===== src/rtl/core/tisd_pkg.sv =====
// Package for the TGA image stream decoder: parser phases, result kinds,
// error codes and header byte positions.
// No dependencies; tga_image_stream_decoder_core.sv uses it.
package tisd_pkg;

   typedef enum logic [2:0] {
      PH_HEADER = 3'd0,
      PH_SKIP   = 3'd1,
      PH_PACKET = 3'd2,
      PH_PIXEL  = 3'd3,
      PH_DONE   = 3'd4
   } phase_type;

   localparam logic [1:0] KIND_HEADER = 2'd0;
   localparam logic [1:0] KIND_PIXEL  = 2'd1;
   localparam logic [1:0] KIND_ERROR  = 2'd2;

   localparam logic [1:0] ERR_NONE    = 2'd0;
   localparam logic [1:0] ERR_DEPTH   = 2'd1;
   localparam logic [1:0] ERR_OVERRUN = 2'd2;

   localparam logic [4:0] HDR_ID_LEN   = 5'd0;
   localparam logic [4:0] HDR_TYPE     = 5'd2;
   localparam logic [4:0] HDR_WIDTH_LO = 5'd12;
   localparam logic [4:0] HDR_WIDTH_HI = 5'd13;
   localparam logic [4:0] HDR_HEIGHT_LO = 5'd14;
   localparam logic [4:0] HDR_HEIGHT_HI = 5'd15;
   localparam logic [4:0] HDR_DEPTH    = 5'd16;

   localparam logic [7:0] DEPTH_16 = 8'd16;
   localparam logic [7:0] DEPTH_24 = 8'd24;
   localparam logic [7:0] DEPTH_32 = 8'd32;

   localparam logic [7:0] RLE_TYPE_RESET = 8'd10;
   localparam logic [7:0] RUN_BIAS       = 8'd127;
   localparam logic [7:0] RUN_MAX        = 8'd128;

endpackage


===== src/rtl/core/tisd_stream_if.sv =====
// Valid/ready channel interfaces for the TGA image stream decoder: the byte
// input channel and the result channel.
// Depends on nothing but the signals it bundles.
interface tisd_req_if;
   logic       valid;
   logic       ready;
   logic [7:0] file_byte;
   logic       start_of_file;

   modport source (output valid, output file_byte, output start_of_file, input ready);
   modport sink   (input valid, input file_byte, input start_of_file, output ready);
endinterface

interface tisd_rsp_if;
   logic        valid;
   logic        ready;
   logic [1:0]  kind;
   logic [7:0]  red;
   logic [7:0]  green;
   logic [7:0]  blue;
   logic [7:0]  alpha;
   logic        has_alpha;
   logic [7:0]  run_length;
   logic [15:0] image_width;
   logic [15:0] image_height;
   logic        last;
   logic [1:0]  fault_code;

   modport source (output valid, output kind, output red, output green, output blue,
                   output alpha, output has_alpha, output run_length, output image_width,
                   output image_height, output last, output fault_code, input ready);
   modport sink   (input valid, input kind, input red, input green, input blue,
                   input alpha, input has_alpha, input run_length, input image_width,
                   input image_height, input last, input fault_code, output ready);
endinterface


===== src/rtl/core/tga_image_stream_decoder_core.sv =====
// Top level of the TGA image stream decoder: header parser, RLE packet
// decoder and pixel assembler with a registered result stage.
// Depends on tisd_pkg and the channel interfaces in tisd_stream_if.sv.
//
// The req_chan channel carries one file byte per transaction; start_of_file
// marks header byte 0 of a new file and restarts the parser. The rsp_chan
// channel carries header, pixel run and error results. The csr port writes
// the image type code that selects run-length decoding; it is sampled when a
// header completes.
// A byte that completes a result makes that result valid on rsp_chan in the
// next cycle. The throughput is one byte per cycle, set by the single result
// register, as long as no result waits with rsp_chan.ready low.
// While a result waits and the receiver holds ready low, req_chan.ready is
// low; as soon as the result is taken, or in the same cycle it is taken, the
// next byte is accepted.
// Reset returns the image type register to 10, clears the parser to the
// header phase and drops rsp_chan.valid.
module tga_image_stream_decoder_core (
   input  logic           clock,
   input  logic           reset,
   tisd_req_if.sink       req_chan,
   tisd_rsp_if.source     rsp_chan,
   input  logic           csr_wr_en,
   input  logic [7:0]     csr_wr_data
);

   tisd_pkg::phase_type phase_ff, phase_in, ph;
   logic [4:0]  hcnt_ff, hcnt_in, hcnt;
   logic [7:0]  id_len_ff, id_len_in, id_len;
   logic [7:0]  type_ff, type_in, img_type;
   logic [15:0] width_ff, width_in, width;
   logic [15:0] height_ff, height_in, height;
   logic [7:0]  depth_ff, depth_in, depth;
   logic [8:0]  skip_ff, skip_in, skip;
   logic [7:0]  pkt_rem_ff, pkt_rem_in, pkt_rem;
   logic        pkt_run_ff, pkt_run_in, pkt_run;
   logic [31:0] pix_ff, pix_in, pix;
   logic [1:0]  idx_ff, idx_in, idx;
   logic [31:0] left_ff, left_in, left;
   logic        rle_ff, rle_in, rle;
   logic [7:0]  rle_type_ff;

   logic        rsp_valid_ff, rsp_valid_in;
   logic [1:0]  kind_ff, kind_in;
   logic [7:0]  red_ff, red_in, green_ff, green_in, blue_ff, blue_in, alpha_ff, alpha_in;
   logic        has_alpha_ff, has_alpha_in;
   logic [7:0]  run_ff, run_in;
   logic [15:0] owidth_ff, owidth_in, oheight_ff, oheight_in;
   logic        last_ff, last_in;
   logic [1:0]  err_ff, err_in;
   logic        emit;

   logic        accept, sof;
   logic [7:0]  b;
   logic [8:0]  skip_dec;
   logic        rle_now, depth_ok;
   logic [31:0] area;
   logic [2:0]  bpp;
   logic [31:0] word;
   logic        pix_done;
   logic [31:0] run_full, left_dec, left_run;
   logic [7:0]  rem_dec;

   assign req_chan.ready = !rsp_valid_ff || rsp_chan.ready;
   assign accept = req_chan.valid && req_chan.ready;
   assign sof    = req_chan.start_of_file;
   assign b      = req_chan.file_byte;

   assign ph      = sof ? tisd_pkg::PH_HEADER : phase_ff;
   assign hcnt    = sof ? 5'd0 : hcnt_ff;
   assign id_len  = sof ? 8'd0 : id_len_ff;
   assign img_type = sof ? 8'd0 : type_ff;
   assign width   = sof ? 16'd0 : width_ff;
   assign height  = sof ? 16'd0 : height_ff;
   assign depth   = sof ? 8'd0 : depth_ff;
   assign skip    = sof ? 9'd0 : skip_ff;
   assign pkt_rem = sof ? 8'd0 : pkt_rem_ff;
   assign pkt_run = sof ? 1'b0 : pkt_run_ff;
   assign pix     = sof ? 32'd0 : pix_ff;
   assign idx     = sof ? 2'd0 : idx_ff;
   assign left    = sof ? 32'd0 : left_ff;
   assign rle     = sof ? 1'b0 : rle_ff;

   assign skip_dec = skip - 9'd1;
   assign rle_now  = (img_type == rle_type_ff);
   assign depth_ok = (depth == tisd_pkg::DEPTH_24) || (depth == tisd_pkg::DEPTH_32) ||
                     (!rle_now && (depth == tisd_pkg::DEPTH_16));
   assign area     = 32'(width) * 32'(height);
   assign bpp      = (depth == tisd_pkg::DEPTH_16) ? 3'd2 :
                     (depth == tisd_pkg::DEPTH_24) ? 3'd3 : 3'd4;
   assign word     = pix | (32'(b) << {idx, 3'b000});
   assign pix_done = ({1'b0, idx} + 3'd1) >= bpp;
   assign run_full = {24'd0, pkt_rem};
   assign left_dec = left - 32'd1;
   assign rem_dec  = (pkt_rem != 8'd0) ? (pkt_rem - 8'd1) : 8'd0;

   always_comb begin
      phase_in  = ph;
      hcnt_in   = hcnt;
      id_len_in = id_len;
      type_in   = img_type;
      width_in  = width;
      height_in = height;
      depth_in  = depth;
      skip_in   = skip;
      pkt_rem_in = pkt_rem;
      pkt_run_in = pkt_run;
      pix_in    = pix;
      idx_in    = idx;
      left_in   = left;
      rle_in    = rle;
      left_run  = 32'd0;
      emit         = 1'b0;
      kind_in      = tisd_pkg::KIND_HEADER;
      red_in       = 8'd0;
      green_in     = 8'd0;
      blue_in      = 8'd0;
      alpha_in     = 8'd0;
      has_alpha_in = 1'b0;
      run_in       = 8'd0;
      owidth_in    = 16'd0;
      oheight_in   = 16'd0;
      last_in      = 1'b0;
      err_in       = tisd_pkg::ERR_NONE;

      unique case (ph)
         tisd_pkg::PH_HEADER: begin
            case (hcnt)
               tisd_pkg::HDR_ID_LEN:    id_len_in = b;
               tisd_pkg::HDR_TYPE:      type_in = b;
               tisd_pkg::HDR_WIDTH_LO:  width_in = {width[15:8], b};
               tisd_pkg::HDR_WIDTH_HI:  width_in = {b, width[7:0]};
               tisd_pkg::HDR_HEIGHT_LO: height_in = {height[15:8], b};
               tisd_pkg::HDR_HEIGHT_HI: height_in = {b, height[7:0]};
               tisd_pkg::HDR_DEPTH: begin
                  depth_in = b;
                  skip_in  = {1'b0, id_len} + 9'd1;
                  phase_in = tisd_pkg::PH_SKIP;
               end
               default: ;
            endcase
            hcnt_in = hcnt + 5'd1;
         end
         tisd_pkg::PH_SKIP: begin
            skip_in = skip_dec;
            if (skip_dec == 9'd0) begin
               rle_in = rle_now;
               emit   = 1'b1;
               if (!depth_ok) begin
                  kind_in  = tisd_pkg::KIND_ERROR;
                  last_in  = 1'b1;
                  err_in   = tisd_pkg::ERR_DEPTH;
                  phase_in = tisd_pkg::PH_DONE;
               end else begin
                  left_in      = area;
                  pix_in       = 32'd0;
                  idx_in       = 2'd0;
                  pkt_rem_in   = 8'd0;
                  pkt_run_in   = 1'b0;
                  has_alpha_in = (depth == tisd_pkg::DEPTH_32);
                  owidth_in    = width;
                  oheight_in   = height;
                  last_in      = (width == 16'd0) || (height == 16'd0);
                  if ((width == 16'd0) || (height == 16'd0)) begin
                     phase_in = tisd_pkg::PH_DONE;
                  end else begin
                     phase_in = rle_now ? tisd_pkg::PH_PACKET : tisd_pkg::PH_PIXEL;
                  end
               end
            end
         end
         tisd_pkg::PH_PACKET: begin
            pkt_run_in = b[7];
            pkt_rem_in = b[7] ? (b - tisd_pkg::RUN_BIAS) : (b + 8'd1);
            pix_in     = 32'd0;
            idx_in     = 2'd0;
            phase_in   = tisd_pkg::PH_PIXEL;
         end
         tisd_pkg::PH_PIXEL: begin
            if (!pix_done) begin
               pix_in = word;
               idx_in = idx + 2'd1;
            end else begin
               pix_in = 32'd0;
               idx_in = 2'd0;
               if (left == 32'd0) begin
                  phase_in = tisd_pkg::PH_DONE;
               end else begin
                  emit = 1'b1;
                  kind_in = tisd_pkg::KIND_PIXEL;
                  if (depth == tisd_pkg::DEPTH_16) begin
                     blue_in  = {word[4:0], 3'b000};
                     green_in = {word[9:5], 3'b000};
                     red_in   = {word[14:10], 3'b000};
                  end else begin
                     blue_in  = word[7:0];
                     green_in = word[15:8];
                     red_in   = word[23:16];
                     alpha_in = (depth == tisd_pkg::DEPTH_32) ? word[31:24] : 8'd0;
                  end
                  has_alpha_in = (depth == tisd_pkg::DEPTH_32);
                  if (rle && pkt_run) begin
                     if (run_full > left) begin
                        run_in   = left[7:0];
                        err_in   = tisd_pkg::ERR_OVERRUN;
                        left_run = 32'd0;
                     end else begin
                        run_in   = pkt_rem;
                        left_run = left - run_full;
                     end
                     left_in    = left_run;
                     pkt_rem_in = 8'd0;
                  end else begin
                     run_in   = 8'd1;
                     left_run = left_dec;
                     left_in  = left_dec;
                     if (rle) begin
                        pkt_rem_in = rem_dec;
                        if ((left_dec == 32'd0) && (rem_dec != 8'd0)) begin
                           err_in = tisd_pkg::ERR_OVERRUN;
                        end
                     end
                  end
                  last_in = (left_run == 32'd0);
                  if (left_run == 32'd0) begin
                     phase_in = tisd_pkg::PH_DONE;
                  end else if (rle && (pkt_rem_in == 8'd0)) begin
                     phase_in = tisd_pkg::PH_PACKET;
                  end else begin
                     phase_in = tisd_pkg::PH_PIXEL;
                  end
               end
            end
         end
         default: ;
      endcase
   end

   assign rsp_valid_in = accept ? emit : (rsp_valid_ff && !rsp_chan.ready);

   always_ff @(posedge clock) begin
      if (reset) begin
         rle_type_ff <= tisd_pkg::RLE_TYPE_RESET;
      end else if (csr_wr_en) begin
         rle_type_ff <= csr_wr_data;
      end
   end

   always_ff @(posedge clock) begin
      if (reset) begin
         phase_ff   <= tisd_pkg::PH_HEADER;
         hcnt_ff    <= 5'd0;
         id_len_ff  <= 8'd0;
         type_ff    <= 8'd0;
         width_ff   <= 16'd0;
         height_ff  <= 16'd0;
         depth_ff   <= 8'd0;
         skip_ff    <= 9'd0;
         pkt_rem_ff <= 8'd0;
         pkt_run_ff <= 1'b0;
         pix_ff     <= 32'd0;
         idx_ff     <= 2'd0;
         left_ff    <= 32'd0;
         rle_ff     <= 1'b0;
      end else if (accept) begin
         phase_ff   <= phase_in;
         hcnt_ff    <= hcnt_in;
         id_len_ff  <= id_len_in;
         type_ff    <= type_in;
         width_ff   <= width_in;
         height_ff  <= height_in;
         depth_ff   <= depth_in;
         skip_ff    <= skip_in;
         pkt_rem_ff <= pkt_rem_in;
         pkt_run_ff <= pkt_run_in;
         pix_ff     <= pix_in;
         idx_ff     <= idx_in;
         left_ff    <= left_in;
         rle_ff     <= rle_in;
      end
   end

   always_ff @(posedge clock) begin
      if (reset) begin
         rsp_valid_ff <= 1'b0;
      end else begin
         rsp_valid_ff <= rsp_valid_in;
      end
   end

   always_ff @(posedge clock) begin
      if (accept && emit) begin
         kind_ff      <= kind_in;
         red_ff       <= red_in;
         green_ff     <= green_in;
         blue_ff      <= blue_in;
         alpha_ff     <= alpha_in;
         has_alpha_ff <= has_alpha_in;
         run_ff       <= run_in;
         owidth_ff    <= owidth_in;
         oheight_ff   <= oheight_in;
         last_ff      <= last_in;
         err_ff       <= err_in;
      end
   end

   assign rsp_chan.valid        = rsp_valid_ff;
   assign rsp_chan.kind         = kind_ff;
   assign rsp_chan.red          = red_ff;
   assign rsp_chan.green        = green_ff;
   assign rsp_chan.blue         = blue_ff;
   assign rsp_chan.alpha        = alpha_ff;
   assign rsp_chan.has_alpha    = has_alpha_ff;
   assign rsp_chan.run_length   = run_ff;
   assign rsp_chan.image_width  = owidth_ff;
   assign rsp_chan.image_height = oheight_ff;
   assign rsp_chan.last         = last_ff;
   assign rsp_chan.fault_code   = err_ff;

`ifndef NO_ASSERTIONS
   // The pixel phase is only entered with pixels still to deliver.
   a_pixel_left: assert property (@(posedge clock) disable iff (reset)
      (phase_ff == tisd_pkg::PH_PIXEL) |-> (left_ff != 32'd0))
      else $error("pixel phase with no pixels left");

   // The skip counter never sits at zero while skipping.
   a_skip_nonzero: assert property (@(posedge clock) disable iff (reset)
      (phase_ff == tisd_pkg::PH_SKIP) |-> (skip_ff != 9'd0))
      else $error("skip phase with empty skip count");

   // A packet never holds more than 128 pixels.
   a_packet_bound: assert property (@(posedge clock) disable iff (reset)
      pkt_rem_ff <= tisd_pkg::RUN_MAX)
      else $error("packet count out of range");

   // Every pixel result covers at least one pixel.
   a_run_nonzero: assert property (@(posedge clock) disable iff (reset)
      (rsp_valid_ff && (kind_ff == tisd_pkg::KIND_PIXEL)) |-> (run_ff != 8'd0))
      else $error("pixel result with zero run length");

   // A stalled result blocks the input so no result can be overwritten.
   a_stall_blocks: assert property (@(posedge clock) disable iff (reset)
      (rsp_valid_ff && !rsp_chan.ready) |-> !req_chan.ready)
      else $error("input accepted while a result is stalled");
`endif

endmodule

===== src/flat_wrapper.sv =====
// flat-port wrapper written by rule: the top's interface ports become plain ports
module tga_image_stream_decoder_core_flat 
  (clock, reset, csr_wr_en, csr_wr_data, req_chan_valid, req_chan_file_byte, req_chan_start_of_file, req_chan_ready, rsp_chan_valid, rsp_chan_kind, rsp_chan_red, rsp_chan_green, rsp_chan_blue, rsp_chan_alpha, rsp_chan_has_alpha, rsp_chan_run_length, rsp_chan_image_width, rsp_chan_image_height, rsp_chan_last, rsp_chan_fault_code, rsp_chan_ready);
  tisd_req_if req_chan_i ();
  tisd_rsp_if rsp_chan_i ();
  input  logic clock;
  input  logic reset;
  input  logic csr_wr_en;
  input  logic [7:0] csr_wr_data;
  input wire logic [$bits(req_chan_i.valid)-1:0] req_chan_valid;
  input wire logic [$bits(req_chan_i.file_byte)-1:0] req_chan_file_byte;
  input wire logic [$bits(req_chan_i.start_of_file)-1:0] req_chan_start_of_file;
  output wire logic [$bits(req_chan_i.ready)-1:0] req_chan_ready;
  output wire logic [$bits(rsp_chan_i.valid)-1:0] rsp_chan_valid;
  output wire logic [$bits(rsp_chan_i.kind)-1:0] rsp_chan_kind;
  output wire logic [$bits(rsp_chan_i.red)-1:0] rsp_chan_red;
  output wire logic [$bits(rsp_chan_i.green)-1:0] rsp_chan_green;
  output wire logic [$bits(rsp_chan_i.blue)-1:0] rsp_chan_blue;
  output wire logic [$bits(rsp_chan_i.alpha)-1:0] rsp_chan_alpha;
  output wire logic [$bits(rsp_chan_i.has_alpha)-1:0] rsp_chan_has_alpha;
  output wire logic [$bits(rsp_chan_i.run_length)-1:0] rsp_chan_run_length;
  output wire logic [$bits(rsp_chan_i.image_width)-1:0] rsp_chan_image_width;
  output wire logic [$bits(rsp_chan_i.image_height)-1:0] rsp_chan_image_height;
  output wire logic [$bits(rsp_chan_i.last)-1:0] rsp_chan_last;
  output wire logic [$bits(rsp_chan_i.fault_code)-1:0] rsp_chan_fault_code;
  input wire logic [$bits(rsp_chan_i.ready)-1:0] rsp_chan_ready;
  assign req_chan_i.valid = req_chan_valid;
  assign req_chan_i.file_byte = req_chan_file_byte;
  assign req_chan_i.start_of_file = req_chan_start_of_file;
  assign req_chan_ready = req_chan_i.ready;
  assign rsp_chan_valid = rsp_chan_i.valid;
  assign rsp_chan_kind = rsp_chan_i.kind;
  assign rsp_chan_red = rsp_chan_i.red;
  assign rsp_chan_green = rsp_chan_i.green;
  assign rsp_chan_blue = rsp_chan_i.blue;
  assign rsp_chan_alpha = rsp_chan_i.alpha;
  assign rsp_chan_has_alpha = rsp_chan_i.has_alpha;
  assign rsp_chan_run_length = rsp_chan_i.run_length;
  assign rsp_chan_image_width = rsp_chan_i.image_width;
  assign rsp_chan_image_height = rsp_chan_i.image_height;
  assign rsp_chan_last = rsp_chan_i.last;
  assign rsp_chan_fault_code = rsp_chan_i.fault_code;
  assign rsp_chan_i.ready = rsp_chan_ready;
  tga_image_stream_decoder_core u_core (.clock(clock), .reset(reset), .req_chan(req_chan_i), .rsp_chan(rsp_chan_i), .csr_wr_en(csr_wr_en), .csr_wr_data(csr_wr_data));
endmodule

===== config.mk =====
export PLATFORM = sky130hd
export DESIGN_NAME = tga_image_stream_decoder_core_flat
export DESIGN_NICKNAME = d
export VERILOG_FILES = /design/src/rtl/core/tisd_pkg.sv /design/src/rtl/core/tisd_stream_if.sv /design/src/rtl/core/tga_image_stream_decoder_core.sv /design/src/flat_wrapper.sv
export SDC_FILE = /design/constraint.sdc
export NUM_CORES = 1
export LEC_CHECK = 0
export ABC_AREA = 1
export BUFFER_PORTS_ARGS = -buffer_cell sky130_fd_sc_hd__buf_4
export CORE_ASPECT_RATIO = 0.9
export CORE_MARGIN = 1.5
export CORE_UTILIZATION = 50
export CTS_CLUSTER_DIAMETER = 60
export CTS_CLUSTER_SIZE = 16
export DETAILED_ROUTE_END_ITERATION = 12
export HOLD_SLACK_MARGIN = 0.05
export PLACE_DENSITY = 0.71
export SETUP_SLACK_MARGIN = 0.1
export SLEW_MARGIN = 15
export SYNTH_ARGS = -nofsm -noshare
export SYNTH_HDL_FRONTEND = slang
export SYNTH_SLANG_ARGS = --single-unit
export TNS_END_PERCENT = 5

===== constraint.sdc =====
create_clock -name clock -period 15.7 [get_ports clock]
set_input_delay 0.785 -clock clock [delete_from_list [all_inputs] [get_ports clock]]
set_output_delay 0.785 -clock clock [all_outputs]
set_load 0.01 [all_outputs]

* Word-level counts from Yosys, hierarchy flattened
Index checks and enable logic that the tools add are counted.
Cells by class: $add $sub $neg 10, reduce and logical (&&, ||, !) cells 30, eq/ne operators 13, shift operators 1, bitwise gates (word level) 5, order comparisons 2, multiply operators 1, multiplexer cells 108
Operator list (count):
- 2-to-1 mux 32 bit | 14
- 2-to-1 mux 8 bit | 25
- zero test 32 bit | 3
- case mux 32 bit (3 select lines) | 1
- 2-to-1 mux 16 bit | 4
- case mux 16 bit (2 select lines) | 2
- case mux 32 bit (2 select lines) | 1
- > comparator 8 x 32 -> 1 bit | 1
- zero test 16 bit | 2
- multiplier 16 x 16 -> 32 bit | 1
- OR 32 bit | 1
- left shift 8 x 5 -> 32 bit | 1
- subtractor 32 x 1 -> 32 bit, second input constant | 1
- subtractor 32 x 8 -> 32 bit | 1
- 2-to-1 mux 3 bit | 10
- 2-to-1 mux 2 bit | 14
- case mux 8 bit (3 select lines) | 1
- 2-to-1 mux 1 bit | 23
- == test 5 x 4 -> 1 bit, second input constant | 4
- 2-to-1 mux 9 bit | 2
- case mux 9 bit (2 select lines) | 1
- == test 8 x 5 -> 1 bit, second input constant | 2
- nonzero test 8 bit | 2
- case mux 3 bit (4 select lines) | 1
- 31 further kinds | 52
Word-level totals: output and inout port bits 80, register bits 236, logic and storage cells 201

* Longest topological paths before layout
depth after elaboration 15, mapped depth 36, depth with buffers taken out 31

* Worst setup path after synthesis
OpenSTA, ideal clock, no wires.
kind in2reg, start point input port req_chan_start_of_file, end point register u_core.alpha_ff[0], in the netlist u_core.rsp_chan.alpha[0], enable pin, setup time 0.516 ns, path slack 8.664 ns, data arrival time 6.520 ns, buffers on the path 5, stages on the path 20, cells stage by stage inv_4 -> buf_8 -> buf_8 -> buf_8 -> buf_6 -> buf_4 -> nand2_2 -> inv_1 -> ha_1 -> ha_1 -> nand3b_1 -> nand3_1 -> inv_1 -> nor2_1 -> inv_1 -> nor2_4 -> inv_2 -> nand2_1 -> inv_1 -> nor2_1
Between the ends: cells in the longest elaborated chain, start to end 8
Ends and longest elaborated chain:
- from (decl) | line flat_wrapper.sv:12 | input wire logic [$bits(req_chan_i.start_of_file)-1:0] req_chan_start_of_file;
- 2-to-1 mux 8 bit | line tga_image_stream_decoder_core.sv:75 | assign depth = sof ? 8'd0 : depth_ff;
- == test 8 x 5 -> 1 bit | line tga_image_stream_decoder_core.sv:90 | (depth == tisd_pkg::DEPTH_24) ? 3'd3 : 3'd4;
- 2-to-1 mux 3 bit | line tga_image_stream_decoder_core.sv:90
- 2-to-1 mux 3 bit | line tga_image_stream_decoder_core.sv:89 | assign bpp = (depth == tisd_pkg::DEPTH_16) ? 3'd2 :
- greater-or-equal comparator 3 bit | line tga_image_stream_decoder_core.sv:92 | assign pix_done = ({1'b0, idx} + 3'd1) >= bpp;
- 2-to-1 mux 1 bit | line tga_image_stream_decoder_core.sv:180 | if (!pix_done) begin
- case mux 1 bit (2 select lines) (*) | line tga_image_stream_decoder_core.sv:126 | unique case (ph)
- logical AND 1 bit (*) | line tga_image_stream_decoder_core.sv:292 | if (accept && emit) begin
- to (signal assigned) | line tga_image_stream_decoder_core.sv:297 | alpha_ff <= alpha_in;
- to (decl) | line tga_image_stream_decoder_core.sv:45 | logic [7:0] red_ff, red_in, green_ff, green_in, blue_ff, blue_in, alpha_ff, alpha_in;
Mark *: on every way between the ends. The rest lies on a longest branch, timed or not. A chain may end at the register's enable or synchronous reset.

* Worst setup path in the final report
start point input port req_chan_start_of_file, end point register u_core.left_ff[30]
Between the ends: cells in the longest elaborated chain, start to end 8
Ends and longest elaborated chain:
- parallel branches: the longest is 7 deep, another holds multiplier 16 x 16 -> 32 bit
- case mux 32 bit (2 select lines) (*) | line tga_image_stream_decoder_core.sv:126
- to (signal assigned) | line tga_image_stream_decoder_core.sv:278 | left_ff <= left_in;
- to (decl) | line tga_image_stream_decoder_core.sv:39 | logic [31:0] left_ff, left_in, left;
Every way passes the cells marked *.

==> flow_summary.ini <==
[run_status]
status = finished with violations
failed_checks = DRC

[worst_setup_path]
worstSetupEndpointType = flip-flop
reg2reg_from = u_core.height_ff[1]
path_max_fanout = 47
path_class = in2reg
reg2reg_slack_ps = 9010
ff2ff_path_depth = 23
r2r-end = u_core.left_ff[31]
crit_required_ps = 16190
worstSetupStartpointType = input pin
cp_data_arrival_time_ps = 7660

[pwr]
powerDensity_nw_per_um2 = 66.91
ir_drop_mv = 0.07339
cellLeakagePower_nw = 11.97

[die]
die_h_um = 211.5
start_util_pct = 50.60
top_level_ports = 102
std_cell_rows = 76
core_area_sq_um = 47740
fp.dieW_um = 234.7
die_area_sq_um = 49640

[sta]
tightest_slew_ps = 1077
holdWs_ps = 425.9
finalSetupTns_ps = 0
slew_viol_final = 0
timing_hold_violations_final = 0
skew_ps = 25.10
slew_headroom_pct = 28.04
rsz0062_at_grt = no
period_share_pct = 45.64
setup_viol = 0
fmax_ghz = 0.1396
fin_ws_ps = 8535
finalCriticalPeriod_ps = 7165

[min_path]
min_path_type = in2reg
min_to = u_core.rle_type_ff[1]
whs_path_depth = 3
holdCritStartpoint = csr_wr_data[1]

[clock_network]
cts_buffers = 26
numClockSinks = 235
cts_buffer_depth = 3
clock-root-buffer = clkbuf_16
cts_hold_buf = 0
htree_levels = 1
cts.repair.resized = 0
cts_setup_buffers = 0
cts.clk_slew.worst_paths_ps = 70
clkLatencyLatePin_ps = 580
cts_tree = yes

[yosys]
ys.warnings.count = 0
synth_area_sq_um = 24160
synth_seq_area_share_pct = 22.67
yosys.area.top_type = fa_1
syn_inst = 3422
synth-edff-count = 77
yosys-top-cells-count = nand2_1, inv_1, nor2_1, o21ai_0, a21oi_1
async_reset_ff_share_pct = 0
synth_nets = 3768
synth_area_leaders = fa_1, dfxtp_1, nand2_1
yosysMostFrequentCell = nand2_1
synth_flop_cell = dfxtp_1
synth.lib_cells_used.distinct = 60
avgSynthCellArea_sq_um = 7.059
synth_top_area_share_pct = 16.16
synth-seq-cells = 235

[global_route]
grt_overflow_total = 0
grt_pass1_wl_um = 121000
grt_pass1_vias = 21434
track_usage_pct = 30.49
antenna_found_initial = 0
grt_max_degree = 87

[layout]
areaGrowthSynthToFinish_pct = 7.775
diodes = 0
fin_nets = 3765
layout-drive-gt1-share_pct = 8.113
finalNonFillerCells = 4063

[drt]
post_drt_wl_per_cell_um = 18.66
vias_per_cell = 5.734
drcViolationCount = 10
drt-pass1-iter-count = 12
drtAntennaViolNets = 0
vias = 23298
routed_wl_um = 75820
first_iter_violations = 2753

[placement]
io_buffers = 101
placedCellCount = 4015
gp_congestion = 1.004
post-place-ws_ps = 8051
hpwl_um = 57430

[flow_run]
cap_violations = 0
==> final cells by class <==
class                           instances  area (sq um)
Tap cell                              624         780.7
Multi-Input combinational cell       2504         15970
Fill cell                            4662         21700
Clock inverter                         18         256.5
Clock buffer                           30         675.6
Sequential cell                       235          5475
Timing Repair Buffer                  113         848.3
Inverter                              539          2028
==> cell usage in the layout, fill, tap and decap left out, drive strengths merged, types with 4 or more instances in the layout <==
cell | netlist | final
ha | 129 | 129
fa | 195 | 195
nand4 | 30 | 30
clkinv | 13 | 17
o22ai | 5 | 5
a31oi | 33 | 33
nor3 | 42 | 42
o21ai | 234 | 234
dfxtp | 158 | 158
clkbuf | 88 | 30
inv | 526 | 534
o221ai | 22 | 22
a211oi | 6 | 6
a221oi | 11 | 11
edfxtp | 77 | 77
or2 | 6 | 6
a41oi | 9 | 9
nor2 | 439 | 439
nand3 | 164 | 164
o211ai | 31 | 31
o2111ai | 4 | 4
and2 | 4 | 4
xnor2 | 14 | 14
a21o | 10 | 10
nand2 | 825 | 825
xor2 | 29 | 29
buf | 56 | 113
nor4 | 13 | 13
o21bai | 5 | 5
a21oi | 224 | 224
==> sequential cells by signal (all words and copies together), names as in the netlist, 5 cells and up <==
register	count
u_core.rle_type_ff	8
u_core.rsp_chan.green	8
u_core.rsp_chan.red	8
u_core.rsp_chan.image_height	16
u_core.depth_ff	8
u_core.width_ff	16
u_core.hcnt_ff	5
u_core.skip_ff	9
u_core.pkt_rem_ff	8
u_core.rsp_chan.alpha	8
u_core.rsp_chan.image_width	16
u_core.id_len_ff	8
u_core.type_ff	8
u_core.left_ff	32
u_core.pix_ff	32
u_core.height_ff	16
u_core.rsp_chan.blue	8
u_core.rsp_chan.run_length	8
==> critical path, stage by stage <==
cell and delay (ps):
buf_4 250, inv_4 440, nand2_1 310, inv_1 540, nand2_1 180, fa_1 550
fa_1 510, fa_1 530, inv_1 60, fa_1 500, fa_1 490, inv_1 50
fa_1 470, inv_1 50, ha_1 330, a21oi_1 230, a21boi_0 180, a21boi_0 510
inv_1 120, nand3_1 90, nand2_1 70, a21oi_1 120, o21ai_0 150, a31oi_1 140
==> through the flow <==
stage	area, sq um	util [%]	power (mW)
after CTS	26030	54.52	1.732
after global routing	26030	54.54	1.806
after detailed placement	25100	52.57	1.060
final	26030	54.54	1.742
after floorplan	24160	-	0.9557
after global placement	25100	52.57	1.061
==> how the worst max path moves through the flow <==
stage | from | end | slack, ps | cells past startpoint
2_1_floorplan | req_chan_start_of_file | u_core.rsp_chan.alpha[0] | 8660 | 20
3_3_place_gp | req_chan_start_of_file | u_core.left_ff[28] | 8100 | 28
3_5_place_dp | req_chan_start_of_file | u_core.left_ff[30] | 8050 | 24
4_1_cts | req_chan_start_of_file | u_core.left_ff[30] | 8640 | 24
5_1_grt | req_chan_start_of_file | u_core.left_ff[30] | 8130 | 24
6_report | req_chan_start_of_file | u_core.left_ff[30] | 8540 | 24
==> cell families after synthesis <==
| group | Yosys count | share of synthesized area [%] |
|---|---|---|
| and+or+nand+nor | 1526 | 27.14 |
| buffers and inverters | 683 | 11.32 |
| AOI/OAI and AO/OA | 611 | 14.47 |
| adders and majority gates | 324 | 22.84 |
| DFF | 235 | 22.67 |
| xor gates and xnor gates | 43 | 1.559 |
==> routing by layer <==
| metal | global-route usage, % | share of wire (%) | vias up |
|---|---|---|---|
| li1 | - | - | 10977 |
| met1 | 44.57 | 44 | 10892 |
| met2 | 45.37 | 42 | 1269 |
| met3 | 6.898 | 11 | 160 |
| met4 | 7.747 | 2.7 | 0 |
| met5 | 0 | 0 | - |
==> report_power, final <==
part	switching [mW]	leakage [nW]	internal, mW	total, mW
clock	0.306	0.443	0.373	0.679
sequential	0.0222	2.02	0.642	0.665
combinational	0.283	9.51	0.115	0.398
Power figures use the tool's default switching activity.
